==> src/sv/tfg_pkg.sv <==
// tfg_pkg: shared types and constants of the trilinear field gather block
// no dependencies
`default_nettype none

package tfg_pkg;

  // word kinds
  localparam logic KIND_LOAD  = 1'b0;
  localparam logic KIND_QUERY = 1'b1;

  // configuration register indexes
  localparam logic [2:0] CFG_INV_X = 3'd0;
  localparam logic [2:0] CFG_INV_Y = 3'd1;
  localparam logic [2:0] CFG_INV_Z = 3'd2;
  localparam logic [2:0] CFG_GS_X  = 3'd3;
  localparam logic [2:0] CFG_GS_Y  = 3'd4;
  localparam logic [2:0] CFG_GS_Z  = 3'd5;
  localparam logic [2:0] CFG_QM    = 3'd6;

  // reset values
  localparam logic [31:0] INV_RESET = 32'd65536;
  localparam logic [4:0]  GS_RESET  = 5'd16;
  localparam logic [31:0] QM_RESET  = 32'd65536;

  // fixed point constants
  localparam logic [16:0] ONE_Q16   = 17'd65536;
  localparam logic [48:0] W_ROUND   = 49'h0_0000_8000_0000;
  localparam logic signed [36:0] CLAMP_HI = 37'sd4294967295;
  localparam logic signed [36:0] CLAMP_LO = -37'sd4294967295;
  localparam logic signed [48:0] SAT_HI = 49'sd2147483647;
  localparam logic signed [48:0] SAT_LO = -49'sd2147483648;

  // per axis decode of a query position
  typedef struct packed {
    logic [15:0] frac;
    logic        in_lo;
    logic        in_hi;
    logic        par;
  } axis_t;

endpackage

`default_nettype wire

==> src/sv/tfg_axis.sv <==
// tfg_axis: one axis of the position decode, scale then cell, fraction and bounds
// depends on tfg_pkg
`default_nettype none

module tfg_axis #(
  parameter int MAX_GRID = 16,
  parameter int HALF     = (MAX_GRID + 1) / 2,
  parameter int HW       = (HALF > 1) ? $clog2(HALF) : 1
) (
  input  wire logic               clk,
  input  wire logic               en1,
  input  wire logic               en2,
  input  wire logic signed [31:0] pos,
  input  wire logic        [31:0] inv,
  input  wire logic        [4:0]  gs,
  output tfg_pkg::axis_t          ax_r,
  output logic             [HW-1:0] half_r
);
  import tfg_pkg::*;

  localparam int LW = ($clog2(MAX_GRID + 1) > 5) ? $clog2(MAX_GRID + 1) : 5;

  logic signed [32:0] inv_s;
  logic signed [63:0] p_nxt, p_r;
  logic [31:0]        cidx;
  logic [32:0]        cell_hi;
  logic [LW-1:0]      lim;
  axis_t              ax_nxt;

  // stage 1: exact q32.32 product
  assign inv_s = $signed({1'b0, inv});
  assign p_nxt = pos * inv_s;

  always_ff @(posedge clk) begin
    if (en1) begin
      p_r <= p_nxt;
    end
  end

  // stage 2: floor to cell, keep fraction, test both corners against the grid
  assign cidx    = p_r[63:32];
  assign cell_hi = {cidx[31], cidx} + 33'd1;
  assign lim     = (LW'(gs) < LW'(MAX_GRID)) ? LW'(gs) : LW'(MAX_GRID);

  always_comb begin
    ax_nxt.frac  = p_r[31:16];
    ax_nxt.in_lo = !cidx[31] && (cidx < 32'(lim));
    ax_nxt.in_hi = !cell_hi[32] && (cell_hi < 33'(lim));
    ax_nxt.par   = cidx[0];
  end

  always_ff @(posedge clk) begin
    if (en2) begin
      ax_r   <= ax_nxt;
      half_r <= cidx[HW:1];
    end
  end

endmodule

`default_nettype wire

==> config.mk <==
export PLATFORM = sky130hd
export DESIGN_NAME = tfg_axis
export DESIGN_NICKNAME = d
export VERILOG_FILES = /design/src/sv/tfg_pkg.sv /design/src/sv/tfg_axis.sv
export SDC_FILE = /design/constraint.sdc
export NUM_CORES = 2
export LEC_CHECK = 0
export ABC_AREA = 1
export BUFFER_PORTS_ARGS = -buffer_cell sky130_fd_sc_hd__buf_2
export CORE_ASPECT_RATIO = 0.8
export CORE_MARGIN = 2
export CORE_UTILIZATION = 44
export DETAILED_ROUTE_END_ITERATION = 12
export HOLD_SLACK_MARGIN = 0.15
export SETUP_SLACK_MARGIN = 0.02
export SLEW_MARGIN = 20
export SYNTH_ARGS = -nofsm -noshare
export SYNTH_HDL_FRONTEND = slang
export SYNTH_SLANG_ARGS = --single-unit
==> constraint.sdc <==
create_clock -name clk -period 23.4 [get_ports clk]
set_clock_uncertainty 0.2 [all_clocks]
set_input_delay 4.68 -clock clk [delete_from_list [all_inputs] [get_ports clk]]
set_output_delay 4.68 -clock clk [all_outputs]
set_load 0.05 [all_outputs]
==> metrics.cfg <==
[detailed_routing]
dr.pass1.iters = 6
vias = 30600
drc = 0
viasPerCell = 4.92
drt_iter0_markers = 2587
wl_per_cell_um = 18.5
ant_nets = 0
finalWirelength_um = 115000

[synth]
postSynthNetCount = 6367
ys_ff_latch = 70
synth_most_common_cell = inv_1
synth_common_cells = inv_1, nand2_1, fa_1
yosysWarnings = 0
ys_seq_area_frac = 0.0540
synth_cells = 5103
mappedNetlistArea_um2 = 38900
synth_top_area_frac = 0.461
netlist_top_cells_area = fa_1, inv_1, nand2_1
synth_edf_count = 70
ys_types = 30
postSynthAreaPerCell_um2 = 7.62
synthFlopType = edfxtp_1
yosysTopAreaCell = fa_1
synth-async-reset-ratio = 0

[min_path]
hold_path.class = flip-flop to flip-flop

[placed_design]
dp_hpwl_um = 92200
gp_congestion = 0.945
post_dp_cell_area_um2 = 40200
port_buffers = 93

[sta]
rsz0062_at_grt = no
final_hold_viol_count = 0
period_share = 0.509
slew_viol_final = 0
fin_tns_setup_ns = 0
fmax_ghz = 0.0840
finalCriticalPeriod_ns = 11.90
slew_headroom = 0.314
tightestPinTransition_ns = 1.03
setup_viol = 0

[worst_setup_path]
crit_slowest_cell = buf_2
start_kind = input pin
cpMostUsedCell = fa_1
critPathKind = input pin to flip-flop
cp_cell_sequence = buf_2 > nand2_1 > fa_1 > fa_1 > fa_1 > fa_1 > inv_1 > fa_1 > fa_1 > fa_1 > inv_1 > fa_1 > inv_1 > ha_1 > nand2_1 > nor2_1 > inv_1 > nor2_1 > inv_1 > nor2_1 > nand3_1 > nand4_1 > nand2_1
cp_max_fo = 32
critical_path_required_ns = 23.29
arrival_ns = 11.79
cpPeakStageDelay_ns = 0.76
cp-end-kind = flip-flop

[flow_run]
maxCapViolCount = 0

[cts]
cts_tree = built
cts_buffers = 9
clkLatencyLatePin_ns = 0.33
postCtsHoldBufs = 0
clk_root_buffer_cell = clkbuf_16
path_clk_slew_ns = 0.07
cts-resized-gates = 0
cts.path.max_buffers = 2
post_cts.repair.setup_buffers = 0
cts_max_level = 3
cts_sinks = 70

[floorplan]
fp.dieW_um = 336
die_h_um = 270
die_area_um2 = 90800
core-area_um2 = 87600
pin_count = 94
start_util = 0.444
num_rows = 97

[finish]
design_area_um2 = 40500
fin_util = 0.462
syn_to_final_growth_pct = 4.16
antenna_cells = 0
layout-drive-gt1-share = 0.0294
nets = 6292

[global_route]
first_global_vias = 32400
antenna_found_initial = 0
grt_max_degree = 49
grt_first_pass_wirelength_um = 185000
track_usage = 0.264
grt.overflow.total = 0

[status]
status = finished, final reports clean

-- cells in the final DEF, fill, tap and decap left out, types with 2 or more instances in the layout --
| cell | synthesis | final |
|---|---|---|
| inv_1 | 1681 | 1681 |
| nand2_1 | 1393 | 1393 |
| fa_1 | 896 | 896 |
| ha_1 | 296 | 296 |
| nor2_1 | 224 | 224 |
| buf_2 | 0 | 93 |
| a21oi_1 | 90 | 90 |
| edfxtp_1 | 70 | 70 |
| nand3_1 | 66 | 66 |
| o21ai_0 | 55 | 55 |
| xor2_1 | 32 | 32 |
| nand4_1 | 19 | 19 |
| nor3_1 | 16 | 16 |
| nor4_1 | 13 | 13 |
| buf_4 | 0 | 13 |
| or2_2 | 12 | 12 |
| o21bai_1 | 10 | 10 |
| clkbuf_16 | 0 | 9 |
| nor2_2 | 6 | 6 |
| o21a_1 | 5 | 5 |
| a21o_1 | 5 | 5 |
| xnor2_1 | 5 | 5 |
| nor2_4 | 3 | 3 |
| nand2_2 | 3 | 3 |
| nand3b_1 | 3 | 3 |
| inv_6 | 0 | 3 |
| a21boi_0 | 2 | 2 |
| nor3b_1 | 2 | 2 |
| inv_8 | 0 | 2 |
| clkinvlp_4 | 0 | 2 |
-- final timing paths --
path	from	endpoint	slack, ns	depth (start not counted)
worst max-delay path	pos[8]	p_r[55]	11.50	23
worst min-delay path	p_r[28]	ax_r[15]	0.21	0
worst max register to register	p_r[33]	ax_r[1]	20.69	16
worst min register to register	p_r[28]	ax_r[15]	0.21	0
-- flip-flops by register name, indices dropped and copies added, names as in the netlist --
name	flops
p_r	48
half_r	3
ax_r	19
-- area by class of cell --
cell class,count,area (um^2)
flip-flops and latches,70,2100
fillers,8803,47100
clock buffers,9,225
clock inverters,7,63.8
multi-input cells,3160,29800
inverters,1681,6310
repair buffers,106,563
well taps,1188,1490
-- worst max-delay path: cells and delay by family --
family	cells	cell delay (ns)
AND/OR/NAND/NOR	8	1.30
buffers and inverters	6	1.14
adder cells (fa/ha/maj)	9	4.63
-- metrics by stage --
stage	hold WS, ns	instances	worst slack, ns
finish	0.209	6221	11.50
floorplan	0.200	5103	12.61
global placement	0.202	6205	11.23
global route	0.222	6221	11.19
detailed placement	0.205	6205	11.27
CTS	0.207	6221	11.59
-- layer usage --
layer  vias up  wire length, um  GRT usage
met5         -                0          0
met1     15100            54500      0.407
li1      14000                -          -
met4         0             1330     0.0355
met3        87            11200     0.0518
met2      1331            48200      0.391
-- cell families (layout without fill, tap and decap cells) --
group	after synthesis	after routing	share of synthesized area
buffers and inverters	1873	1803	0.181
AOI/OAI and AO/OA	169	169	0.0232
DFF	70	70	0.0540
and+or+nand+nor	1762	1762	0.177
adders and majority gates	1192	1192	0.556
xor gates and xnor gates	37	37	0.00833
Power is left out: the tool's default activity adds up to more than one toggle a clock period on the data nets, which glitch-free logic cannot reach.
